$ cat src/sv/serial_command_frame_receiver_assert.svh
// Assertion helpers for the frame receiver.
`ifndef SERIAL_COMMAND_FRAME_RECEIVER_ASSERT_SVH
`define SERIAL_COMMAND_FRAME_RECEIVER_ASSERT_SVH

// The consequent must hold in the same cycle as the antecedent.
`define SCF_ASSERT_IMP(lbl, clk, rst_n, ante, cons, msg) \
    lbl: assert property (@(posedge clk) disable iff (!rst_n) (ante) |-> (cons)) \
        else $error(msg);

// The condition must never be true out of reset.
`define SCF_ASSERT_NEVER(lbl, clk, rst_n, cond, msg) \
    lbl: assert property (@(posedge clk) disable iff (!rst_n) !(cond)) \
        else $error(msg);

`endif

$ cat src/sv/scf_pkg.sv
package scf_pkg;

    typedef struct packed {
        logic        req_type;
        logic [7:0]  rx_byte;
        logic [15:0] current_speed;
        logic [7:0]  current_direction;
    } t_in;

    typedef struct packed {
        logic        kind;
        logic [7:0]  tx_data;
        logic        tx_last;
        logic [1:0]  setting_select;
        logic [15:0] setting_value;
    } t_out;

    // One finished frame: an optional setting update, then four bytes to send.
    typedef struct packed {
        logic            upd;
        logic [1:0]      sel;
        logic [15:0]     val;
        logic [3:0][7:0] bytes;
    } t_job;

    typedef struct packed {
        logic full;
        logic empty;
    } t_qstat;

    localparam logic [7:0] SVC_CRANK_PROFILE = 8'd1;
    localparam logic [7:0] SVC_CAM_PROFILE   = 8'd2;
    localparam logic [7:0] SVC_SET_SPEED     = 8'd3;
    localparam logic [7:0] SVC_SET_DIRECTION = 8'd4;
    localparam logic [7:0] SVC_GET_SPEED     = 8'd5;
    localparam logic [7:0] SVC_SET_STOP      = 8'd6;

    localparam logic [7:0] ACK_MARK   = 8'd81;
    localparam logic [7:0] SPEED_MARK = 8'd82;

    localparam logic       REQ_BYTE = 1'b0;
    localparam logic       REQ_TICK = 1'b1;

    localparam logic       KIND_TX     = 1'b0;
    localparam logic       KIND_UPDATE = 1'b1;

    localparam logic [1:0] SEL_SPEED = 2'd0;
    localparam logic [1:0] SEL_STOP  = 2'd1;
    localparam logic [1:0] SEL_DIR   = 2'd2;

    localparam int         CFG_IDX_W  = 3;
    localparam int         CFG_DATA_W = 32;

    localparam logic [CFG_IDX_W-1:0] CFG_HEADER  = 3'd0;
    localparam logic [CFG_IDX_W-1:0] CFG_TIMEOUT = 3'd1;
    localparam logic [CFG_IDX_W-1:0] CFG_SPEED   = 3'd2;
    localparam logic [CFG_IDX_W-1:0] CFG_ACK     = 3'd3;
    localparam logic [CFG_IDX_W-1:0] CFG_NACK    = 3'd4;

    function automatic logic valid_service(input logic [7:0] s);
        return s == SVC_CRANK_PROFILE || s == SVC_CAM_PROFILE || s == SVC_SET_SPEED ||
               s == SVC_SET_DIRECTION || s == SVC_GET_SPEED || s == SVC_SET_STOP;
    endfunction

endpackage

$ cat src/sv/scf_front.sv
module scf_front (
    input  logic                             i_clk,
    input  logic                             i_rst_n,
    input  logic                             i_push,
    input  scf_pkg::t_in                     i_in,
    input  scf_pkg::t_qstat                  i_qstat,
    input  logic                             i_cfg_we,
    input  logic [scf_pkg::CFG_IDX_W-1:0]    i_cfg_idx,
    input  logic [scf_pkg::CFG_DATA_W-1:0]   i_cfg_data,
    output logic                             o_job_push,
    output scf_pkg::t_job                    o_job
);

    typedef enum logic [1:0] {
        PH_WAIT,
        PH_HEADER,
        PH_SERVICE,
        PH_PAYLOAD
    } t_phase;

    t_phase      r_phase, n_phase;
    logic [7:0]  r_check, n_check;
    logic [7:0]  r_pcount, n_pcount;
    logic [7:0]  r_flen, n_flen;
    logic [7:0]  r_svc, n_svc;
    logic [7:0]  r_plow, n_plow;
    logic [7:0]  r_phigh, n_phigh;
    logic [31:0] r_tick, n_tick;

    logic [7:0]  r_header;
    logic [31:0] r_timeout;
    logic [15:0] r_speed_lim;
    logic [7:0]  r_ack;
    logic [7:0]  r_nack;

    logic        w_accept;
    logic [31:0] w_tick_inc;
    logic [7:0]  w_b;
    logic [15:0] w_val;

    assign w_accept = i_push && !i_qstat.full;
    assign w_b      = i_in.rx_byte;
    assign w_val    = {r_phigh, r_plow};

    always_comb begin
        n_phase    = r_phase;
        n_check    = r_check;
        n_pcount   = r_pcount;
        n_flen     = r_flen;
        n_svc      = r_svc;
        n_plow     = r_plow;
        n_phigh    = r_phigh;
        n_tick     = r_tick;
        w_tick_inc = (r_tick == '1) ? r_tick : r_tick + 32'd1;
        o_job_push = 1'b0;
        o_job      = '0;
        o_job.bytes[0] = scf_pkg::ACK_MARK;
        o_job.bytes[1] = r_ack;
        o_job.bytes[2] = r_svc;
        o_job.bytes[3] = 8'd0;

        if (w_accept) begin
            if (i_in.req_type == scf_pkg::REQ_TICK) begin
                n_tick = w_tick_inc;
                if (w_tick_inc >= r_timeout) begin
                    n_phase = PH_WAIT;
                    n_tick  = '0;
                end
            end else begin
                case (r_phase)
                    PH_WAIT: begin
                        if (w_b == r_header) begin
                            n_phase  = PH_HEADER;
                            n_check  = w_b;
                            n_pcount = '0;
                        end
                    end
                    PH_HEADER: begin
                        if (scf_pkg::valid_service(w_b)) begin
                            n_svc   = w_b;
                            n_check = r_check | w_b;
                            n_phase = PH_SERVICE;
                        end
                    end
                    PH_SERVICE: begin
                        n_flen   = w_b;
                        n_check  = r_check | w_b;
                        n_pcount = '0;
                        n_phase  = PH_PAYLOAD;
                    end
                    PH_PAYLOAD: begin
                        if (r_pcount < r_flen) begin
                            if (r_pcount == 8'd0) begin
                                n_plow = w_b;
                            end else if (r_pcount == 8'd1) begin
                                n_phigh = w_b;
                            end
                            n_check  = r_check | w_b;
                            n_pcount = r_pcount + 8'd1;
                        end else begin
                            // The check byte closes the frame, good or bad.
                            n_phase    = PH_WAIT;
                            n_pcount   = '0;
                            o_job_push = 1'b1;
                            if (w_b != r_check) begin
                                o_job.bytes[1] = r_nack;
                            end else begin
                                n_tick = '0;
                                case (r_svc)
                                    scf_pkg::SVC_GET_SPEED: begin
                                        o_job.bytes[0] = scf_pkg::SPEED_MARK;
                                        o_job.bytes[1] = i_in.current_speed[7:0];
                                        o_job.bytes[2] = i_in.current_speed[15:8];
                                        o_job.bytes[3] = i_in.current_direction;
                                    end
                                    scf_pkg::SVC_SET_SPEED: begin
                                        if (w_val <= r_speed_lim) begin
                                            o_job.upd = 1'b1;
                                            o_job.sel = scf_pkg::SEL_SPEED;
                                            o_job.val = w_val;
                                        end else begin
                                            o_job.bytes[1] = r_nack;
                                        end
                                    end
                                    scf_pkg::SVC_SET_DIRECTION: begin
                                        o_job.upd = 1'b1;
                                        o_job.sel = scf_pkg::SEL_DIR;
                                        o_job.val = w_val;
                                    end
                                    scf_pkg::SVC_SET_STOP: begin
                                        o_job.upd = 1'b1;
                                        o_job.sel = scf_pkg::SEL_STOP;
                                        o_job.val = w_val;
                                    end
                                    default: begin
                                    end
                                endcase
                            end
                        end
                    end
                    default: begin
                    end
                endcase
            end
        end
    end

    always_ff @(posedge i_clk) begin
        if (!i_rst_n) begin
            r_phase     <= PH_WAIT;
            r_check     <= '0;
            r_pcount    <= '0;
            r_flen      <= '0;
            r_svc       <= '0;
            r_plow      <= '0;
            r_phigh     <= '0;
            r_tick      <= '0;
            r_header    <= 8'd0;
            r_timeout   <= 32'd1000;
            r_speed_lim <= 16'hFFFF;
            r_ack       <= 8'd1;
            r_nack      <= 8'd0;
        end else begin
            r_phase  <= n_phase;
            r_check  <= n_check;
            r_pcount <= n_pcount;
            r_flen   <= n_flen;
            r_svc    <= n_svc;
            r_plow   <= n_plow;
            r_phigh  <= n_phigh;
            r_tick   <= n_tick;
            if (i_cfg_we) begin
                case (i_cfg_idx)
                    scf_pkg::CFG_HEADER:  r_header    <= i_cfg_data[7:0];
                    scf_pkg::CFG_TIMEOUT: r_timeout   <= i_cfg_data[31:0];
                    scf_pkg::CFG_SPEED:   r_speed_lim <= i_cfg_data[15:0];
                    scf_pkg::CFG_ACK:     r_ack       <= i_cfg_data[7:0];
                    scf_pkg::CFG_NACK:    r_nack      <= i_cfg_data[7:0];
                    default: begin
                    end
                endcase
            end
        end
    end

endmodule

$ cat src/sv/scf_queue.sv
module scf_queue #(
    parameter int DEPTH = 2
) (
    input  logic            i_clk,
    input  logic            i_rst_n,
    input  logic            i_push,
    input  scf_pkg::t_job   i_data,
    input  logic            i_pop,
    output scf_pkg::t_job   o_data,
    output scf_pkg::t_qstat o_stat
);

    localparam int AW = (DEPTH > 1) ? $clog2(DEPTH) : 1;
    localparam int CW = $clog2(DEPTH + 1);
    localparam logic [AW-1:0] LAST_PTR = AW'(DEPTH - 1);
    localparam logic [CW-1:0] FULL_CNT = CW'(DEPTH);

    scf_pkg::t_job r_mem [DEPTH];
    logic [AW-1:0] r_wr_ptr;
    logic [AW-1:0] r_rd_ptr;
    logic [CW-1:0] r_count;

    assign o_stat.full  = (r_count == FULL_CNT);
    assign o_stat.empty = (r_count == '0);
    assign o_data       = r_mem[r_rd_ptr];

    always_ff @(posedge i_clk) begin
        if (i_push) begin
            r_mem[r_wr_ptr] <= i_data;
        end
    end

    always_ff @(posedge i_clk) begin
        if (!i_rst_n) begin
            r_wr_ptr <= '0;
            r_rd_ptr <= '0;
            r_count  <= '0;
        end else begin
            if (i_push) begin
                r_wr_ptr <= (r_wr_ptr == LAST_PTR) ? '0 : r_wr_ptr + AW'(1);
            end
            if (i_pop) begin
                r_rd_ptr <= (r_rd_ptr == LAST_PTR) ? '0 : r_rd_ptr + AW'(1);
            end
            if (i_push && !i_pop) begin
                r_count <= r_count + CW'(1);
            end else if (i_pop && !i_push) begin
                r_count <= r_count - CW'(1);
            end
        end
    end

endmodule

$ cat src/sv/scf_back.sv
module scf_back (
    input  logic            i_clk,
    input  logic            i_rst_n,
    input  scf_pkg::t_job   i_job,
    input  scf_pkg::t_qstat i_qstat,
    output logic            o_job_pop,
    input  logic            i_pop,
    output logic            o_empty,
    output scf_pkg::t_out   o_out
);

    scf_pkg::t_job r_job;
    logic          r_busy;
    logic [2:0]    r_step;
    scf_pkg::t_out r_out;
    logic          r_out_valid;

    logic          w_slot_free;
    logic          w_emit;
    logic          w_last;
    logic [1:0]    w_byte_idx;
    scf_pkg::t_out w_word;

    assign w_slot_free = !r_out_valid || i_pop;
    assign w_emit      = r_busy && w_slot_free;
    assign o_job_pop   = !r_busy && !i_qstat.empty;
    assign w_last      = (r_step == 3'd4);
    assign w_byte_idx  = 2'(r_step - 3'd1);
    assign o_empty     = !r_out_valid;
    assign o_out       = r_out;

    // Step zero is the setting update; steps one to four are the sent bytes.
    always_comb begin
        w_word = '0;
        if (r_step == 3'd0) begin
            w_word.kind           = scf_pkg::KIND_UPDATE;
            w_word.setting_select = r_job.sel;
            w_word.setting_value  = r_job.val;
        end else begin
            w_word.kind    = scf_pkg::KIND_TX;
            w_word.tx_data = r_job.bytes[w_byte_idx];
            w_word.tx_last = w_last;
        end
    end

    always_ff @(posedge i_clk) begin
        if (w_emit) begin
            r_out <= w_word;
        end
        if (o_job_pop) begin
            r_job <= i_job;
        end
    end

    always_ff @(posedge i_clk) begin
        if (!i_rst_n) begin
            r_busy      <= 1'b0;
            r_step      <= '0;
            r_out_valid <= 1'b0;
        end else begin
            if (w_emit) begin
                r_out_valid <= 1'b1;
                r_step      <= r_step + 3'd1;
                if (w_last) begin
                    r_busy <= 1'b0;
                end
            end else if (i_pop) begin
                r_out_valid <= 1'b0;
            end
            if (o_job_pop) begin
                r_busy <= 1'b1;
                r_step <= i_job.upd ? 3'd0 : 3'd1;
            end
        end
    end

endmodule

$ cat src/sv/serial_command_frame_receiver.sv
// Command frame receiver. Push takes one word per cycle while full is low: a received
// byte or a poll tick. Bytes are parsed into frames (header, service, length, payload,
// check byte) by the front end in the cycle they arrive; a closed frame becomes a job
// in a JOB_DEPTH entry queue, and the back end loads each job into a register and turns
// it into four or five result words, one per cycle while the result side keeps popping,
// taking no new job until the last word is out; full rises only while the job queue is
// full. Configuration registers (0 header, 1 timeout, 2 speed limit, 3 ack code, 4 nack
// code) are written through the write port, one per cycle; other indexes are ignored.
// The user must write them only while the block is idle; the block does not enforce it.
`include "serial_command_frame_receiver_assert.svh"

module serial_command_frame_receiver #(
    parameter int JOB_DEPTH = 2
) (
    input  logic                           i_clk,
    input  logic                           i_rst_n,
    input  logic                           push,
    output logic                           full,
    input  scf_pkg::t_in                   i_in,
    output logic                           empty,
    input  logic                           pop,
    output scf_pkg::t_out                  o_out,
    input  logic                           i_cfg_we,
    input  logic [scf_pkg::CFG_IDX_W-1:0]  i_cfg_idx,
    input  logic [scf_pkg::CFG_DATA_W-1:0] i_cfg_data
);

    scf_pkg::t_qstat w_qstat;
    scf_pkg::t_job   w_job_in;
    scf_pkg::t_job   w_job_out;
    logic            w_job_push;
    logic            w_job_pop;
    logic            w_byte_acc;

    assign full       = w_qstat.full;
    assign w_byte_acc = push && !full && (i_in.req_type == scf_pkg::REQ_BYTE);

    scf_front u_front (
        .i_clk      (i_clk),
        .i_rst_n    (i_rst_n),
        .i_push     (push),
        .i_in       (i_in),
        .i_qstat    (w_qstat),
        .i_cfg_we   (i_cfg_we),
        .i_cfg_idx  (i_cfg_idx),
        .i_cfg_data (i_cfg_data),
        .o_job_push (w_job_push),
        .o_job      (w_job_in)
    );

    scf_queue #(
        .DEPTH (JOB_DEPTH)
    ) u_queue (
        .i_clk   (i_clk),
        .i_rst_n (i_rst_n),
        .i_push  (w_job_push),
        .i_data  (w_job_in),
        .i_pop   (w_job_pop),
        .o_data  (w_job_out),
        .o_stat  (w_qstat)
    );

    scf_back u_back (
        .i_clk     (i_clk),
        .i_rst_n   (i_rst_n),
        .i_job     (w_job_out),
        .i_qstat   (w_qstat),
        .o_job_pop (w_job_pop),
        .i_pop     (pop),
        .o_empty   (empty),
        .o_out     (o_out)
    );

    `SCF_ASSERT_NEVER(a_no_overflow, i_clk, i_rst_n, w_job_push && w_qstat.full, "queue overflow")
    `SCF_ASSERT_IMP(a_pop_needs_job, i_clk, i_rst_n, w_job_pop, !w_qstat.empty, "queue underflow")
    `SCF_ASSERT_IMP(a_job_from_byte, i_clk, i_rst_n, w_job_push, w_byte_acc, "job without a byte")

endmodule

$ cat config.mk
export PLATFORM = sky130hd
export DESIGN_NAME = serial_command_frame_receiver
export DESIGN_NICKNAME = d
export VERILOG_FILES = /design/src/sv/scf_pkg.sv /design/src/sv/scf_front.sv /design/src/sv/scf_queue.sv /design/src/sv/scf_back.sv /design/src/sv/serial_command_frame_receiver.sv
export VERILOG_INCLUDE_DIRS = /design/src /design/src/sv
export SDC_FILE = /design/constraint.sdc
export NUM_CORES = 1
export LEC_CHECK = 0
export BUFFER_PORTS_ARGS = -buffer_cell sky130_fd_sc_hd__buf_2
export CORE_ASPECT_RATIO = 1.5
export CORE_MARGIN = 1
export CORE_UTILIZATION = 50
export DETAILED_ROUTE_END_ITERATION = 7
export GPL_TIMING_DRIVEN = 0
export PLACE_DENSITY = 0.68
export SETUP_SLACK_MARGIN = 0.1
export SYNTH_ARGS = -nofsm -noshare
export SYNTH_HDL_FRONTEND = slang
export SYNTH_HIERARCHICAL = 1
export SYNTH_SLANG_ARGS = --single-unit
$ cat constraint.sdc
create_clock -name i_clk -period 9.85 [get_ports i_clk]
set_clock_uncertainty 0.1 [all_clocks]
set_input_delay 0.4925 -clock i_clk [delete_from_list [all_inputs] [get_ports i_clk]]
set_output_delay 0.4925 -clock i_clk [all_outputs]
set_load 0.02 [all_outputs]
==> results.py, run 1 <==
metrics = {
    "status": {
        "status": "complete, no violations",
    },
    "routing": {
        "antenna_left": 0,
        "drt_iter0_drc": 574,
        "detail_route.wl_per_cell_um": 18.2,
        "firstDrtPassIters": 5,
        "vias": 11600,
        "drc": 0,
        "vias_per_cell": 5.54,
        "wl_um": 38100,
    },
    "layout": {
        "fill_cells": 2734,
        "layout-drive-gt1-share_pct": 16.8,
        "fin_area_mm2": 0.0187,
        "final_common_cell": "nand2_1",
        "layout_common_cells": "nand2_1 (203), edfxtp_1 (180), dfxtp_1 (164)",
        "n_antenna_cell": 0,
        "nets": 1812,
        "area_delta_synth_final_pct": 13.8,
    },
    "synthesis": {
        "synth-seq-area-share_pct": 53.0,
        "synth_ff_type": "edfxtp_1",
        "synth_top_area_share_pct": 33.0,
        "synth-edff-count": 180,
        "synth_top_cell_by_area": "edfxtp_1",
        "synth_area_leaders": "edfxtp_1 (33%), dfxtp_1 (20%), ha_1 (5.7%)",
        "synthArstFlopShare_pct": 0,
        "ys_seq_elements": 344,
        "synth.distinct_cells": 81,
        "syn_area_per_cell_um2": 10.8,
        "synthCells": 1522,
        "synthesis.area_mm2": 0.0164,
        "synth_warnings": 6,
    },
    "global_route": {
        "grt_pass1_wl_um": 60600,
        "grt_max_degree": 32,
        "grt_usage_pct": 23.4,
        "grt_pass1_vias": 11600,
        "gr-total-overflow": 0,
        "antenna_found_initial": 0,
    },
    "clocking": {
        "clk_path_buf_depth": 3,
        "cts_tree": "done",
        "htreeDepth": 2,
        "cts_hold_buf": 0,
        "cts_setup_buffers": 0,
        "clk_pin_slew_ps": 70,
        "cts_made_buffers": 35,
        "post_cts_resized": 0,
        "clkSinkCount": 344,
        "clockRootBuffer": "clkbuf_16",
        "clk_latency_ps": 530,
    },
    "die": {
        "initial_core_util_pct": 51.2,
        "coreArea_mm2": 0.0320,
        "dieArea_mm2": 0.0335,
        "io_pins": 103,
        "fp-row-count": 80,
        "die_y_um": 224,
        "fp.dieW_um": 150,
    },
    "timing": {
        "relSlewSlack_pct": 11.6,
        "setup_ws_ps": 4640,
        "worstMarginPinSlew_ps": 1320,
        "rsz0062_at_grt": "no",
        "slew_violations": 0,
        "finalSetupViolCount": 0,
        "fmax_mhz": 192,
        "tns_ps": 0,
        "finalHoldViolCount": 0,
        "post-route-period-util_pct": 52.9,
        "period_needed_ps": 5210,
    },
    "critical_path": {
        "worstSetupPathType": "reg -> reg",
        "crit_start": "u_front/r_tick[0]",
        "crit_path_end_kind": "register",
        "worst_setup_path_start_kind": "register",
        "r2r_slack_ps": 4640,
        "worstRegToRegCells": 15,
        "cp.arrival_ps": 5520,
        "worstPathRequired_ps": 10160,
        "r2r-end": "u_front/r_tick[1]",
        "crit_fanout": 10,
        "worstReg2RegStart": "u_front/r_tick[0]",
    },
    "worst_hold_path": {
        "holdPathStages": 3,
        "hp-class": "in -> reg",
        "hp-start": "i_cfg_data[31]",
        "whs_endpoint": "u_front/r_timeout[31]",
    },
    "pwr": {
        "finalPower_w": 0.00360,
        "ir_drop_mv": 0.144,
        "powerDensity_mw_per_mm2": 193,
        "p_leak_nw": 7.29,
    },
    "placed_design": {
        "port_buffers": 98,
        "post-dp-hpwl_um": 28100,
        "place_congestion": 0.890,
        "place_ws_ps": 4850,
        "place_area_mm2": 0.0175,
    },
    "run": {
        "cap_violations": 0,
    },
}
power breakdown:
group | internal, W | switching, W | leakage (nW) | total (W)
logic | 0.000210 | 0.000296 | 3.62 | 0.000506
clock network | 0.000778 | 0.000559 | 0.569 | 0.00134
registers | 0.00171 | 0.0000461 | 3.10 | 0.00175
sequential cells by signal, indices dropped and copies added (netlist names), 8 cells and up, named ones only:
register	cells
u_back/o_out	28
u_front/r_flen	8
u_front/r_plow	8
u_front/r_phigh	8
u_front/r_nack	8
u_front/r_speed_lim	16
u_front/r_svc	8
u_front/r_header	8
u_front/r_check	8
u_front/r_timeout	32
u_front/r_pcount	8
u_queue/r_mem	102
u_front/r_tick	32
u_back/r_job	50
u_front/r_ack	8
worst max-delay path by stage:
stage / to / slack [ps]
after global placement: u_queue/r_mem[0][29] / 3240
after detailed placement: u_front/r_tick[1] / 4850
final: u_front/r_tick[1] / 4640
after floorplan: u_queue/r_mem[0][0] / 5200
after global routing: u_front/r_tick[1] / 4420
after CTS: u_front/r_tick[1] / 4790
Yosys cell counts (19+ instances only):
| master | instances |
|---|---|
| xor2_1 | 19 |
| o211ai_1 | 29 |
| clkbuf_1 | 44 |
| edfxtp_1 | 180 |
| nand4_1 | 26 |
| nor4_1 | 21 |
| o21ai_0 | 36 |
| a21boi_0 | 51 |
| dfxtp_1 | 164 |
| a21oi_1 | 64 |
| nor2b_1 | 54 |
| ha_1 | 75 |
| nor2_1 | 44 |
| mux2i_1 | 34 |
| nand3_1 | 29 |
| and2_1 | 47 |
| and3_1 | 25 |
| nand2_1 | 203 |
| inv_1 | 101 |
| mux2_2 | 52 |
cell type report:
cell class,instances,area [um^2],area share (%)
repair buffers,101,551,2.95
flip-flops and latches,344,8690,46.6
clock buffers,50,1010,5.43
plain buffers,83,410,2.20
inverters,103,387,2.07
clock inverters,13,149,0.798
multi-input cells,996,6940,37.2
well taps,410,513,2.75
critical path: stages, from the launching register on:
cell	delay (ps)
dfxtp_1	470
ha_1	300
nand4_1	170
nor4_4	430
o211ai_1	390
nor2_1	290
xor2_1	120
ha_1	320
and4_1	230
nand4_1	240
a2111oi_0	720
o31a_1	490
nor2_1	150
buf_2	250
a32o_1	220
a41o_1	200
stage by stage:
step | utilization, % | hold WS (ps) | cells
after floorplan | - | 343 | 1526
after global placement | 54.4 | 352 | 2034
after detailed placement | 54.6 | 358 | 2037
after CTS | 58.2 | 97.9 | 2100
after global routing | 58.2 | 109 | 2100
final | 58.2 | 111 | 2100
cell families after synthesis:
group                      count (synthesis)  synth area share, %
buffers and inverters                    186                 4.86
DFF                                      344                 53.0
AOI/OAI and AO/OA                        257                 10.7
xor gates and xnor gates                  37                 1.98
adders and majority gates                 75                 5.72
other                                      2               0.0458
and+or+nand+nor                          527                 16.9
muxes                                     94                 6.77
per-layer routing:
layer  part of all wire, %  routed length [um]  track usage, %
met4                   4.7                1790            11.7
met3                   4.2                1600            3.14
met2                    53               20200            43.7
met1                    38               14500            25.6
met5                     0                   0               0
Power figures use the tool's default switching activity.
==> inputs of run 2 (changes only) <==
- ABC_AREA: default -> 1
- clock period: 9.85 -> 5.1 ns (I/O delays scaled with it)
==> run 2 against run 1 <==
  * Maximum frequency grew 43%
  * Global-route usage grew 1.1 points
  * Sequential share of layout area shrank 2.3 points
  * Critical path depth grew 4
  * Core utilization grew 1.5 points
  * Die area grew 2.7%
  * Synthesized area grew 2.7%
  * Sequential power grew 97%
  * Count of clock-buffer cells in the layout grew 1
  * Combinational power grew to 3.2 times the previous value
  * Register-to-register slack lost 3200 ps
  * Wire length grew 9.4%
  * Critical path type unchanged
  * Largest cell class unchanged
==> results.py, run 2 <==
metrics = {
    "worst_hold_path": {
        "whs_endpoint": "u_queue/r_mem[0][25]",
        "holdPathStages": 3,
        "hp-class": "in -> reg",
        "hp-start": "i_in[1]",
    },
    "placed_design": {
        "post-dp-hpwl_um": 31200,
        "dpl.cell_count": 2378,
        "place_congestion": 0.957,
        "port_buffers": 100,
    },
    "critical_path": {
        "r2r-end": "u_front/r_tick[13]",
        "path_buf_inv": 3,
        "crit_path_end_kind": "register",
        "crit_fanout": 10,
        "r2r_slack_ps": 1460,
        "worstPathRequired_ps": 5460,
        "worstRegToRegCells": 19,
        "crit_family": "simple AND/OR/NAND/NOR gates",
        "cp_cell_sequence": "ha_1 -> inv_1 -> nor2_1 -> nand2_2 -> nor2_4 -> nand2_4 -> buf_6 -> o21ai_2 -> ha_1 -> a21oi_1 -> nor2_1 -> nor2_1 -> nand3_1 -> nand2_1 -> nand2_1 -> nand2_1 -> buf_2 -> nand4_1 -> a21oi_1",
        "slowest_stage": "dfxtp_1",
        "worstSetupPathType": "reg -> reg",
        "crit_path_max_incr_delay_ps": 500,
        "cp.arrival_ps": 3990,
        "worstReg2RegStart": "u_front/r_tick[0]",
        "worst_setup_path_start_kind": "register",
    },
    "die": {
        "dieArea_mm2": 0.0344,
        "fp-row-count": 81,
        "io_pins": 103,
        "fp.dieW_um": 152,
        "die_y_um": 227,
        "initial_core_util_pct": 51.3,
        "coreArea_mm2": 0.0328,
    },
    "timing": {
        "rsz0062_at_grt": "no",
        "finalSetupViolCount": 0,
        "period_needed_ps": 3640,
        "relSlewSlack_pct": 26.8,
        "fmax_mhz": 275,
        "worstMarginPinSlew_ps": 1100,
        "slew_violations": 0,
        "finalHoldViolCount": 0,
        "post-route-period-util_pct": 71.3,
        "holdWs_ps": 23.9,
    },
    "layout": {
        "largest_reg_flops": 102,
        "n_antenna_cell": 0,
        "fin_cells": 2492,
        "layout-drive-gt1-share_pct": 14.1,
        "layout_common_cells": "nand2_1 (413), inv_1 (234), nor2_1 (192)",
        "area_delta_synth_final_pct": 16.5,
        "final_common_cell": "nand2_1",
        "nets": 2199,
        "top_regs": "u_queue/r_mem: 102 flops, u_back/r_job: 50 flops",
        "regMostFlops": "u_queue/r_mem",
    },
    "routing": {
        "antenna_left": 0,
        "vias_per_cell": 5.24,
        "firstDrtPassIters": 5,
        "detail_route.wl_per_cell_um": 16.7,
        "drt_iter0_drc": 645,
        "drc": 0,
        "wl_um": 41700,
        "vias": 13100,
    },
    "synthesis": {
        "synth-seq-area-share_pct": 51.6,
        "synth_top_area_share_pct": 32.1,
        "synthCells": 1856,
        "synth_top_cell_by_area": "edfxtp_1",
        "yosysMostFrequentCell": "nand2_1",
        "ys_seq_elements": 344,
        "synthTopCellsByCount": "nand2_1 (413), inv_1 (235), nor2_1 (194)",
        "synth.distinct_cells": 45,
        "syn_area_per_cell_um2": 9.07,
        "synth-edff-count": 180,
        "synthArstFlopShare_pct": 0,
        "synth_warnings": 6,
        "synth_ff_type": "edfxtp_1",
        "synthesis.area_mm2": 0.0168,
        "synth_area_leaders": "edfxtp_1 (32%), dfxtp_1 (19%), nand2_1 (9.2%)",
    },
    "status": {
        "status": "complete, no violations",
    },
    "global_route": {
        "grt_pass1_vias": 12900,
        "grt_max_degree": 39,
        "antenna_found_initial": 0,
        "gr-total-overflow": 0,
        "grt_pass1_wl_um": 66500,
        "grt_usage_pct": 24.6,
    },
    "clocking": {
        "clockRootBuffer": "clkbuf_16",
        "clk_pin_slew_ps": 60,
        "cts_setup_buffers": 0,
        "cts_hold_buf": 51,
        "htreeDepth": 2,
        "cts_tree": "done",
        "clkSinkCount": 344,
        "post_cts_resized": 0,
        "cts_made_buffers": 35,
        "clk_latency_ps": 530,
        "clk_path_buf_depth": 3,
    },
    "pwr": {
        "powerDensity_mw_per_mm2": 388,
        "p_leak_nw": 8.35,
        "ir_drop_mv": 0.347,
    },
    "run": {
        "cap_violations": 0,
    },
}
## run 2: per-layer routing
metal	part of all wire [%]	GRT usage [%]	wire length, um
met2	53	47.2	22100
met4	5.6	14.2	2340
met3	4.1	3.52	1730
met5	0	0	0
met1	37	25.2	15600
## run 2: cells by family (layout without fill, tap and decap cells)
| kind of cell | Yosys count | in the layout | synth area share (%) |
|---|---|---|---|
| simple gates | 760 | 760 | 19.3 |
| flops | 344 | 344 | 51.6 |
| buf+inv | 316 | 533 | 8.57 |
| compound gates | 285 | 285 | 9.20 |
| fa+ha+maj | 75 | 75 | 5.57 |
| mux | 51 | 51 | 4.53 |
| xor+xnor | 23 | 23 | 1.20 |
| other cells | 2 | 6 | 0.0446 |
## run 2: area by class of cell
cell class,count,area [um^2]
multi-input combinational,1200,6740
sequential,344,8690
clock inverter,12,124
tap,415,519
clock buffer,51,1040
inverter,246,931
timing repair buffer,154,1070
buffer,70,513
fill,2848,13200
## run 2: report_power, final
part / switching (W) / total (W) / internal [W]
registers: 0.0000988 / 0.00345 / 0.00335
clock network: 0.00106 / 0.00257 / 0.00152
logic: 0.000969 / 0.00160 / 0.000629
total: 0.00212 / 0.00762 / 0.00550
## run 2: worst min-delay path, stage by stage
cell and delay (ps):
buf_2 90, inv_1 60, nor2_1 60
## run 2: worst max path at each step
stage / start / end / cells after the start
6_report: u_front/r_tick[0] / u_front/r_tick[13] / 19
5_1_grt: u_front/r_tick[0] / u_front/r_tick[19] / 19
4_1_cts: u_front/r_tick[0] / u_front/r_tick[20] / 19
3_5_place_dp: u_front/r_tick[0] / u_front/r_tick[20] / 19
3_3_place_gp: u_queue/r_count[0] / u_queue/r_mem[0][4] / 10
2_1_floorplan: u_queue/r_count[0] / u_queue/r_mem[0][0] / 10
## run 2: metrics by stage
stage / total power [W] / util, % / instance area (um^2) / worst slack, ps / TNS [ps]
6_report: 0.00762 / 59.8 / 19600 / 1460 / 0
5_1_grt: 0.00798 / 59.8 / 19600 / 1150 / 0
4_1_cts: 0.00769 / 59.8 / 19600 / 1490 / 0
3_5_place_dp: 0.00509 / 54.7 / 17900 / 1520 / 0
3_3_place_gp: 0.00505 / 54.4 / 17900 / -622 / -31290
2_1_floorplan: 0.00464 / - / 16900 / 915 / 0
